File: config.mk
export PLATFORM = sky130hd
export DESIGN_NAME = q4_int8_group_dot_product
export DESIGN_NICKNAME = d
export VERILOG_FILES = /design/src/rtl/q4dot_pkg.sv /design/src/rtl/q4dot_ctrl.sv /design/src/rtl/q4dot_dp.sv /design/src/rtl/q4_int8_group_dot_product.sv
export SDC_FILE = /design/constraint.sdc
export NUM_CORES = 2
export LEC_CHECK = 0
export ABC_CLOCK_PERIOD_IN_PS = 7870
export BUFFER_PORTS_ARGS = -buffer_cell sky130_fd_sc_hd__buf_2
export CAP_MARGIN = 30
export CORE_MARGIN = 1
export CORE_UTILIZATION = 62
export DETAILED_ROUTE_END_ITERATION = 12
export HOLD_SLACK_MARGIN = 0.08
export PLACE_DENSITY = 0.78
export REMOVE_ABC_BUFFERS = 1
export SETUP_SLACK_MARGIN = 0.3
export SYNTH_ARGS = -nofsm -noshare
export SYNTH_HDL_FRONTEND = slang
export SYNTH_SLANG_ARGS = --single-unit
File: constraint.sdc
create_clock -name clk_i -period 7.87 [get_ports clk_i]
set_clock_uncertainty 0.05 [all_clocks]
set_input_delay 0.3935 -clock clk_i [delete_from_list [all_inputs] [get_ports clk_i]]
set_output_delay 0.3935 -clock clk_i [all_outputs]
set_load 0.02 [all_outputs]
File: src/rtl/q4dot_pkg.sv
// ----------------------------------------------------------------------------
// q4dot_pkg
// Shared widths, defaults and controller/datapath interface types for the
// Q4 x int8 group dot product block.
// ----------------------------------------------------------------------------
package q4dot_pkg;

  localparam int unsigned GroupSizeDef = 128;

  localparam int unsigned WbW     = 8;
  localparam int unsigned ActW    = 8;
  localparam int unsigned WsW     = 16;
  localparam int unsigned AsW     = 24;
  localparam int unsigned InDataW = WbW + 2 * ActW + WsW + AsW;

  localparam int unsigned AccW     = 64;
  localparam int unsigned RowIdxW  = 12;
  localparam int unsigned OutDataW = ((AccW + RowIdxW + 7) / 8) * 8;

  // Largest magnitude of one item's two products: (-8) * (-128) twice.
  localparam int unsigned ItemMaxMag = 2048;

  typedef struct packed {
    logic acc_item;  // item accepted: add products, step group counter
    logic mul_a;     // group sum times weight scale
    logic mul_b;     // times activation scale
    logic add_term;  // saturating add into the row accumulator
    logic load_out;  // move row result to the output register, start new row
  } cmd_t;

  typedef struct packed {
    logic closing;   // the item on the input closes its group
    logic row_last;  // the group just closed ends the row
    logic out_free;  // output register can take a result this cycle
  } sts_t;

endpackage

File: src/rtl/q4dot_ctrl.sv
// ----------------------------------------------------------------------------
// q4dot_ctrl
// Sequencer: accumulate items, then scale and add each closed group, then
// hand the row result to the output register.
// ----------------------------------------------------------------------------
module q4dot_ctrl
  import q4dot_pkg::*;
(
  input  logic clk_i,
  input  logic rst_ni,
  input  logic s_axis_tvalid_i,
  output logic s_axis_tready_o,
  input  sts_t sts_i,
  output cmd_t cmd_o
);

  typedef enum logic [4:0] {
    ST_ACCUM = 5'b00001,
    ST_MUL_A = 5'b00010,
    ST_MUL_B = 5'b00100,
    ST_ADD   = 5'b01000,
    ST_EMIT  = 5'b10000
  } state_e;

  state_e state_q, state_d;

  assign s_axis_tready_o = (state_q == ST_ACCUM);

  always_comb begin
    state_d = state_q;
    cmd_o   = '0;
    unique case (state_q)
      ST_ACCUM: begin
        if (s_axis_tvalid_i) begin
          cmd_o.acc_item = 1'b1;
          if (sts_i.closing) begin
            state_d = ST_MUL_A;
          end
        end
      end
      ST_MUL_A: begin
        cmd_o.mul_a = 1'b1;
        state_d     = ST_MUL_B;
      end
      ST_MUL_B: begin
        cmd_o.mul_b = 1'b1;
        state_d     = ST_ADD;
      end
      ST_ADD: begin
        cmd_o.add_term = 1'b1;
        state_d        = sts_i.row_last ? ST_EMIT : ST_ACCUM;
      end
      ST_EMIT: begin
        // hold until the output register is free
        if (sts_i.out_free) begin
          cmd_o.load_out = 1'b1;
          state_d        = ST_ACCUM;
        end
      end
      default: begin
        state_d = ST_ACCUM;
      end
    endcase
  end

  always_ff @(posedge clk_i or negedge rst_ni) begin
    if (!rst_ni) begin
      state_q <= ST_ACCUM;
    end else begin
      state_q <= state_d;
    end
  end

  a_close_starts_scaling: assert property (@(posedge clk_i) disable iff (!rst_ni)
    (state_q == ST_ACCUM && s_axis_tvalid_i && sts_i.closing) |=> (state_q == ST_MUL_A))
    else $error("closing item did not start group scaling");

  a_emit_returns: assert property (@(posedge clk_i) disable iff (!rst_ni)
    (state_q == ST_EMIT && sts_i.out_free) |=> (state_q == ST_ACCUM))
    else $error("emit did not return to accumulation");

  a_scale_chain: assert property (@(posedge clk_i) disable iff (!rst_ni)
    cmd_o.mul_a |=> cmd_o.mul_b ##1 cmd_o.add_term)
    else $error("group scaling sequence broken");

endmodule

File: src/rtl/q4dot_dp.sv
// ----------------------------------------------------------------------------
// q4dot_dp
// Datapath: nibble products, exact group sum, two-step scale multiply,
// saturating 64-bit row accumulator and the output register.
// ----------------------------------------------------------------------------
module q4dot_dp
  import q4dot_pkg::*;
#(
  parameter int unsigned GROUP_ELEMS = GroupSizeDef
) (
  input  logic                  clk_i,
  input  logic                  rst_ni,
  input  logic [InDataW-1:0]    s_axis_tdata_i,
  input  logic                  s_axis_tlast_i,
  output logic                  m_axis_tvalid_o,
  input  logic                  m_axis_tready_i,
  output logic [OutDataW-1:0]   m_axis_tdata_o,
  output logic                  m_axis_tuser_o,
  input  cmd_t                  cmd_i,
  output sts_t                  sts_o
);

  localparam int unsigned Items = GROUP_ELEMS / 2;
  localparam int unsigned CntW  = $clog2(Items);
  localparam int unsigned GsW   = $clog2(Items * ItemMaxMag) + 2;
  localparam int unsigned P1W   = GsW + WsW;
  localparam int unsigned P2W   = P1W + AsW;
  localparam logic [CntW-1:0] CntLast = CntW'(Items - 1);

  // unpack the input item
  logic [WbW-1:0]         wb;
  logic signed [ActW-1:0] act_even, act_odd;
  logic signed [WsW-1:0]  ws_in;
  logic signed [AsW-1:0]  as_in;
  assign wb       = s_axis_tdata_i[WbW-1:0];
  assign act_even = s_axis_tdata_i[WbW +: ActW];
  assign act_odd  = s_axis_tdata_i[WbW + ActW +: ActW];
  assign ws_in    = s_axis_tdata_i[WbW + 2 * ActW +: WsW];
  assign as_in    = s_axis_tdata_i[WbW + 2 * ActW + WsW +: AsW];

  // nibble minus 8 is the nibble with its top bit flipped, read as signed
  logic signed [3:0]         w_lo, w_hi;
  logic signed [ActW+3:0]    prod_lo, prod_hi;
  logic signed [ActW+4:0]    item_sum;
  assign w_lo     = {~wb[3], wb[2:0]};
  assign w_hi     = {~wb[7], wb[6:4]};
  assign prod_lo  = (ActW + 4)'(w_lo) * (ActW + 4)'(act_even);
  assign prod_hi  = (ActW + 4)'(w_hi) * (ActW + 4)'(act_odd);
  assign item_sum = (ActW + 5)'(prod_lo) + (ActW + 5)'(prod_hi);

  logic [CntW-1:0]        cnt_q;
  logic signed [GsW-1:0]  gs_q;
  logic signed [WsW-1:0]  ws_q;
  logic signed [AsW-1:0]  as_q;
  logic                   last_q;
  logic signed [P1W-1:0]  p1_q, p1_d;
  logic signed [P2W-1:0]  p2_q, p2_d;
  logic [AccW-1:0]        acc_q;
  logic                   sat_q;
  logic [RowIdxW-1:0]     row_cnt_q;
  logic                   out_valid_q;
  logic [AccW-1:0]        out_value_q;
  logic [RowIdxW-1:0]     out_index_q;
  logic                   out_ovf_q;

  logic signed [GsW-1:0]  item_ext;
  assign item_ext = {{(GsW - ActW - 5){item_sum[ActW+4]}}, item_sum};

  assign p1_d = P1W'(gs_q) * P1W'(ws_q);
  assign p2_d = P2W'(p1_q) * P2W'(as_q);

  // saturating add of the scaled group term
  logic [AccW-1:0] term, acc_sum;
  logic            acc_ovf;
  assign term    = {{(AccW - P2W){p2_q[P2W-1]}}, p2_q};
  assign acc_sum = acc_q + term;
  assign acc_ovf = (acc_q[AccW-1] == term[AccW-1]) && (acc_sum[AccW-1] != acc_q[AccW-1]);

  assign sts_o.closing  = s_axis_tlast_i || (cnt_q == CntLast);
  assign sts_o.row_last = last_q;
  assign sts_o.out_free = !out_valid_q || m_axis_tready_i;

  assign m_axis_tvalid_o = out_valid_q;
  assign m_axis_tdata_o  = {{(OutDataW - AccW - RowIdxW){1'b0}}, out_index_q, out_value_q};
  assign m_axis_tuser_o  = out_ovf_q;

  always_ff @(posedge clk_i or negedge rst_ni) begin
    if (!rst_ni) begin
      cnt_q       <= '0;
      gs_q        <= '0;
      ws_q        <= '0;
      as_q        <= '0;
      last_q      <= 1'b0;
      acc_q       <= '0;
      sat_q       <= 1'b0;
      row_cnt_q   <= '0;
      out_valid_q <= 1'b0;
    end else begin
      if (cmd_i.acc_item) begin
        gs_q   <= gs_q + item_ext;
        last_q <= s_axis_tlast_i;
        if (cnt_q == '0) begin
          ws_q <= ws_in;
          as_q <= as_in;
        end
        if (sts_o.closing) begin
          cnt_q <= '0;
        end else begin
          cnt_q <= cnt_q + CntW'(1);
        end
      end
      if (cmd_i.mul_a) begin
        gs_q <= '0;
      end
      if (cmd_i.add_term) begin
        if (acc_ovf) begin
          acc_q <= term[AccW-1] ? {1'b1, {(AccW - 1){1'b0}}} : {1'b0, {(AccW - 1){1'b1}}};
          sat_q <= 1'b1;
        end else begin
          acc_q <= acc_sum;
        end
      end
      if (cmd_i.load_out) begin
        out_valid_q <= 1'b1;
        acc_q       <= '0;
        sat_q       <= 1'b0;
        row_cnt_q   <= row_cnt_q + RowIdxW'(1);
      end else if (m_axis_tready_i) begin
        out_valid_q <= 1'b0;
      end
    end
  end

  always_ff @(posedge clk_i) begin
    if (cmd_i.mul_a) begin
      p1_q <= p1_d;
    end
    if (cmd_i.mul_b) begin
      p2_q <= p2_d;
    end
    if (cmd_i.load_out) begin
      out_value_q <= acc_q;
      out_index_q <= row_cnt_q;
      out_ovf_q   <= sat_q;
    end
  end

  a_load_clears_row: assert property (@(posedge clk_i) disable iff (!rst_ni)
    cmd_i.load_out |=> (m_axis_tvalid_o && acc_q == '0 && !sat_q))
    else $error("row state not cleared after result load");

  a_group_sum_cleared: assert property (@(posedge clk_i) disable iff (!rst_ni)
    cmd_i.mul_a |=> (gs_q == '0 && cnt_q == '0))
    else $error("group state not cleared after group close");

  a_no_overwrite: assert property (@(posedge clk_i) disable iff (!rst_ni)
    (out_valid_q && !m_axis_tready_i) |-> !cmd_i.load_out)
    else $error("pending result overwritten");

endmodule

File: src/rtl/q4_int8_group_dot_product.sv
// ----------------------------------------------------------------------------
// q4_int8_group_dot_product
// Q4 x int8 group-quantized dot product of one matrix row per result.
// ----------------------------------------------------------------------------
// Input stream (s_axis): one item per packed weight byte with its two int8
// activations; the group scales ride along and are taken on the first item
// of each group of GROUP_ELEMS/2 items. tlast marks the last item of a row.
// Output stream (m_axis): one item per row with the saturated row value
// (31 fraction bits) and a wrapping 12-bit row number; tuser flags overflow.
//
// Throughput: one item per cycle inside a group. Each closed group then
// holds the input through the two-step scale multiply and the saturating
// accumulator add (ST_MUL_A, ST_MUL_B, ST_ADD); a row's end then passes
// ST_EMIT, which loads the output register and so raises m_axis_tvalid
// once the register is free.
//
// Reset clears the row and group accumulators and the row number, and
// empties the output register. When the receiver stalls, a finished row
// waits in the output register while the next row accumulates; the input
// stalls only once the following row result is ready and the register is
// still full.
// ----------------------------------------------------------------------------
module q4_int8_group_dot_product
  import q4dot_pkg::*;
#(
  parameter int unsigned GROUP_ELEMS = GroupSizeDef
) (
  input  logic                clk_i,
  input  logic                rst_ni,
  input  logic                s_axis_tvalid_i,
  output logic                s_axis_tready_o,
  // weight_byte, act_even, act_odd, weight_scale, act_scale (low bit up)
  input  logic [InDataW-1:0]  s_axis_tdata_i,
  input  logic                s_axis_tlast_i,  // row_last
  output logic                m_axis_tvalid_o,
  input  logic                m_axis_tready_i,
  // row_value, row_index, zero pad (low bit up)
  output logic [OutDataW-1:0] m_axis_tdata_o,
  output logic                m_axis_tuser_o   // overflow
);

  cmd_t cmd;
  sts_t sts;

  q4dot_ctrl u_ctrl (
    .clk_i           (clk_i),
    .rst_ni          (rst_ni),
    .s_axis_tvalid_i (s_axis_tvalid_i),
    .s_axis_tready_o (s_axis_tready_o),
    .sts_i           (sts),
    .cmd_o           (cmd)
  );

  q4dot_dp #(
    .GROUP_ELEMS (GROUP_ELEMS)
  ) u_dp (
    .clk_i           (clk_i),
    .rst_ni          (rst_ni),
    .s_axis_tdata_i  (s_axis_tdata_i),
    .s_axis_tlast_i  (s_axis_tlast_i),
    .m_axis_tvalid_o (m_axis_tvalid_o),
    .m_axis_tready_i (m_axis_tready_i),
    .m_axis_tdata_o  (m_axis_tdata_o),
    .m_axis_tuser_o  (m_axis_tuser_o),
    .cmd_i           (cmd),
    .sts_o           (sts)
  );

endmodule

Word level (Yosys, flattened, before mapping)
Index checks and enable logic that the tools add are counted.

word-level totals
  register bits after elaboration = 320
  input bits = 69
  output and inout bits = 83
  logic and storage cells = 73

cells by class
  add/subtract/negate cells = 5
  multiply operators = 4
  equality and inequality tests = 11
  mux-type cells = 24
  bitwise gates (word level) = 2
  reduce and logical (&&, ||, !) cells = 12

operator list
  cell                                           number
  2-to-1 mux 64 bit                              4
  adder 64 bit                                   1
  multiplier 35 x 24 -> 59 bit                   1
  2-to-1 mux 19 bit                              2
  multiplier 19 x 16 -> 35 bit                   1
  case mux 5 bit (5 select lines)                1
  multiplier 4 x 8 -> 12 bit                     2
  2-to-1 mux 5 bit                               4
  adder 19 x 13 -> 19 bit                        1
  adder 12 x 12 -> 13 bit                        1
  adder 12 x 1 -> 12 bit, second input constant  1
  2-to-1 mux 1 bit                               12
  nonzero test 2 bit                             4
  adder 6 x 1 -> 6 bit, second input constant    1
  == test 6 bit, second input constant           1
  zero test 6 bit                                1
  2-to-1 mux 6 bit                               1
  == test 5 x 1 -> 1 bit, second input constant  1
  == test 5 x 2 -> 1 bit, second input constant  1
  == test 5 x 3 -> 1 bit, second input constant  1
  == test 5 x 4 -> 1 bit, second input constant  1
  == test 5 bit, second input constant           1
  inequality test 2 bit, second input constant   2
  AND reduction 2 bit                            2
  other kinds (8)                                10

Depth between registers and ports, before layout
  depth after elaboration = 6
  mapped depth = 29
  depth with buffers taken out = 27

By module
A second synthesis with hierarchy kept.

unflattened totals
  cell total of the unflattened synthesis = 6152
  area, all modules = 59253.1 um2

modules (own cells, without submodules)
  module      times used  cells each  area each (um2)  sequential area each (um2)
  q4dot_dp    1           6123        58947.8          8738.4
  q4dot_ctrl  1           29          305.3            126.4

Worst setup path before layout
Ideal clock, no wire load.

  path kind = reg-to-reg
  start point = register u_dp.as_q[3]
  end point = register u_dp.p2_q[48], data pin
  setup time = 0.270 ns
  data arrival time = 6.795 ns
  data required time = 7.550 ns
  path slack = 0.755 ns
  stages on the path, launching flop included = 26
  buffers on the path = 2
  clock period less this slack = 7.115 ns
  cells stage by stage = dfrtp_1 > clkbuf_1 > clkbuf_1 > nand2_1 > fa_1 > inv_1 > fa_1 > inv_1 > fa_1 > fa_1 > inv_1 > fa_1 > fa_1 > inv_1 > fa_1 > inv_1 > ha_1 > nand2_1 > or3_1 > nor3_1 > nor2_1 > o31ai_1 > a41o_1 > a31oi_1 > o21ai_0 > o211ai_1

on the way
  cells in the longest elaborated chain, start to end = 1

ends and longest elaborated chain
  item                          line             source
  from (decl)                   q4dot_dp.sv:54   logic signed [AsW-1:0] as_q;
  from (signal assigned)        q4dot_dp.sv:104  as_q <= as_in;
  multiplier 35 x 24 -> 59 bit  q4dot_dp.sv:70   assign p2_d = P2W'(p1_q) * P2W'(as_q);
  net u_dp.p2_d[48]             q4dot_dp.sv:57   logic signed [P2W-1:0] p2_q, p2_d;
  to (signal assigned)          q4dot_dp.sv:139  p2_q <= p2_d;
  to (decl)                     q4dot_dp.sv:57

The timed path passes the listed nets, and every way through them passes these cells.
A chain may end at the register's enable or synchronous reset.

Worst setup path after layout
  start point = register u_dp.as_q[0]
  end point = register u_dp.p2_q[55], data pin

Same word-level chain as after synthesis.

==> summary.md <==
| Metric | Value |
|---|---|
| Outcome | `completed` |
| Reg-to-reg slack, setup | `510 ps` |
| DIE HEIGHT | `309 µm` |
| Max Fclk | `0.136 GHz` |
| Antenna violations before repair | `0` |
| Dpl cell area | `0.0609 mm²` |
| Reg2reg path depth | `27` |
| CP Capture Type | `flip-flop` |
| Slew margin rel. | `36.9%` |
| CTS Root Cell | `clkbuf_16` |
| R2R Path End | `u_dp.p2_q[55]` |
| Wire length on met3 | `10600 µm` |
| Initial Util | `62.6%` |
| Final Cell Area | `0.0634 mm²` |
| Final Hold Vio Count | `0` |
| All-Layer GR Usage | `31.3%` |
| CTS Sinks | `320` |
| Yosys cell types | `81` |
| Number of top-level pins | `152` |
| Final setup margin | `510 ps` |
| Crit path required time | `8180 ps` |
| Number of DRC markers in iteration 0 | `3042` |
| Largest net degree at the start of global routing | `80` |
| Final setup fails | `0` |
| Placer Congestion | `0.937` |
| Layout filler cell count | `7091` |
| Drt wl/cell | `19.4 µm` |
| Synth Flop Type | `edfxtp_1` |
| Pre-Repair DR Iteration Count | `6` |
| Number of global-route vias before repair | `44651` |
| First-pass GRT wire length | `232000 µm` |
| Post-DP HPWL | `118000 µm` |
| Layout cell share with drive strength beyond 1 | `8.69%` |
| Async S/R FF share, synth | `46.6%` |
| Pre-CTS worst setup slack | `71.5 ps` |
| PortBufs | `147` |
| Slew Limit Fails | `0` |
| Worst hold path cell count | `3` |
| Tmin final | `7360 ps` |
| Core footprint | `0.0933 mm²` |
| Clk_lat worst skew | `620 ps` |
| Crit path launch type | `flip-flop` |
| Mapped Cells | `6038` |
| Number of max-cap violations | `0` |
| CP max FO | `9` |
| YS warnings | `0` |
| EDFF count, synth | `171` |
| Worst-Margin Slew | `946 ps` |
| RSZ-0062 raised after global routing | `false` |
| Tightest Hold Check Type | `primary input to flip-flop` |
| Setup TNS | `0 ps` |
| CTS tree | `yes` |
| Most frequent cells in the layout | `inv_1 (1284), fa_1 (1242), nand2_1 (767)` |
| Die width | `309 µm` |
| Routed wl met2 | `72700 µm` |
| Site Rows | `112` |
| Mapped cell area | `0.0584 mm²` |
| Sequential area share after synthesis | `15.2%` |
| Critical path class | `flip-flop to flip-flop` |
| Hold endpoint | `u_dp.gs_q[0]` |
| Syn Area/Cell | `9.68 µm²` |
| Worst Path Arrival | `7670 ps` |
| Reg2reg start | `u_dp.as_q[0]` |
| Met1 Wirelength | `54900 µm` |
| Top Layer Used | `met4` |
| Hold wc startpoint | `s_axis_tdata_i[7]` |
| CTS clk-pin slew, worst paths | `70 ps` |
| Grt ovf | `0` |
| P&R area growth vs syn | `8.57%` |
| Post-DR vias/cell | `5.59` |
| Routed Antenna Nets | `0` |
| Post-route DRC | `0` |
| DR vias | `41791` |
| Nets | `7867` |
| Most common cell after layout, fill and taps aside | `inv_1` |
| Final wirelength | `145000 µm` |
| H-tree Lvls | `2` |
| Period utilisation layout | `93.5%` |
| Die footprint | `0.0955 mm²` |
| Num CTS Buffers | `40` |
| Synth Register Bits | `320` |
| Longest Clk Path Bufs | `3` |
-- how the worst max path moves through the flow --
stage	cells past startpoint	slack, ps	endpoint	startpoint
floorplan	7	-350	u_dp.acc_q[62]	u_ctrl.state_q[3]
finish	27	510	u_dp.p2_q[55]	u_dp.as_q[0]
global route	27	190	u_dp.p2_q[55]	u_dp.as_q[0]
global placement	29	90	u_dp.p2_q[55]	u_dp.as_q[0]
CTS	27	330	u_dp.p2_q[55]	u_dp.as_q[0]
detailed placement	24	70	u_dp.p2_q[58]	u_dp.as_q[1]
-- repair_timing --
action	in CTS	in global routing
buffers inserted	16	24
pin swaps	0	12
endpoints found under the hold margin	123	0
setup endpoints to repair	9	16
hold buffers	44	0
resized for setup	8	66
-- metal layers --
metal	track usage, %	vias to the layer above
met4	13.9	0
met2	54.1	1650
li1	-	18519
met3	4.98	391
met5	0	-
met1	38.7	21231
-- Yosys cell counts (5+ instances only) --
library cell	n	area (µm²)
a211oi_1	20	150
a21o_1	107	803
a21oi_1	160	801
a31oi_1	18	113
a41oi_1	5	43.8
and2_1	541	3380
and3_1	15	93.8
buf_1	6	22.5
clkbuf_1	267	1000
dfrtp_1	148	3700
edfxtp_1	171	5130
fa_1	1246	24900
ha_1	359	4490
inv_1	1285	4820
mux2_2	41	462
nand2_1	768	2880
nand2b_1	25	156
nand3_1	62	310
nand4_1	24	150
nor2_1	188	706
nor2b_1	13	81.3
nor3_1	22	110
nor3b_1	5	37.5
o211ai_1	8	60.1
o21a_1	28	210
o21ai_0	167	836
o21bai_1	19	143
o31a_1	5	43.8
o31ai_1	10	75.1
or2_2	15	93.8
or3_1	9	56.3
xnor2_1	124	1090
xor2_1	73	639
-- cell families after synthesis --
family / synth area share (%)
flops: 15.2
simple gates: 14.1
compound gates: 6.48
buf+inv: 10.1
fa+ha+maj: 50.4
mux: 0.859
xor+xnor: 2.95
other cells: 0.00642
-- area by class of cell --
class | instances | area, µm² | share of cell area, %
multi-input combinational | 4159 | 43900 | 69.2
sequential | 320 | 8900 | 14.0
inverter | 1285 | 4820 | 7.60
timing repair buffer | 387 | 2860 | 4.50
tap | 1254 | 1570 | 2.47
clock buffer | 50 | 1080 | 1.70
clock inverter | 24 | 288 | 0.454
antenna | 1 | 2.50 | 0.00394
-- sequential cells by signal, indices dropped and copies added, names as in the netlist, 16 cells and up --
| signal | flops |
|---|---|
| u_dp.p1_q | 35 |
| u_dp.as_q | 24 |
| u_dp.p2_q | 59 |
| u_dp.ws_q | 16 |
| u_dp.acc_q | 64 |
| u_dp.gs_q | 19 |
| u_dp.out_value_q | 64 |
-- stage by stage --
step	utilization [%]	hold WS [ps]	std cells
CTS	67.4	166	7454
finish	68.0	214	7480
global route	68.0	219	7479
detailed placement	65.3	400	7320
floorplan	-	47.9	5764
global placement	65.3	398	7320
-- critical path, stage by stage, from the launching register on --
cell     delay, ps
dfrtp_4        560
buf_4          220
and2_1         200
fa_1           530
inv_1           50
fa_1           520
fa_1           520
fa_1           530
inv_1           80
fa_1           490
fa_1           490
inv_1           50
fa_1           470
inv_1           40
ha_1           280
a21o_1         180
a21o_1         180
a21oi_2        160
o21ai_0        130
a22oi_2        210
a21oi_2        120
o31ai_2        240
buf_4          180
o31ai_2         60
buf_4          150
nor4_1         180
nor3_1          90
xor2_1         140
Power is not shown: default switching activity piles up to over one toggle a cycle in this logic, so the estimate is an artifact.
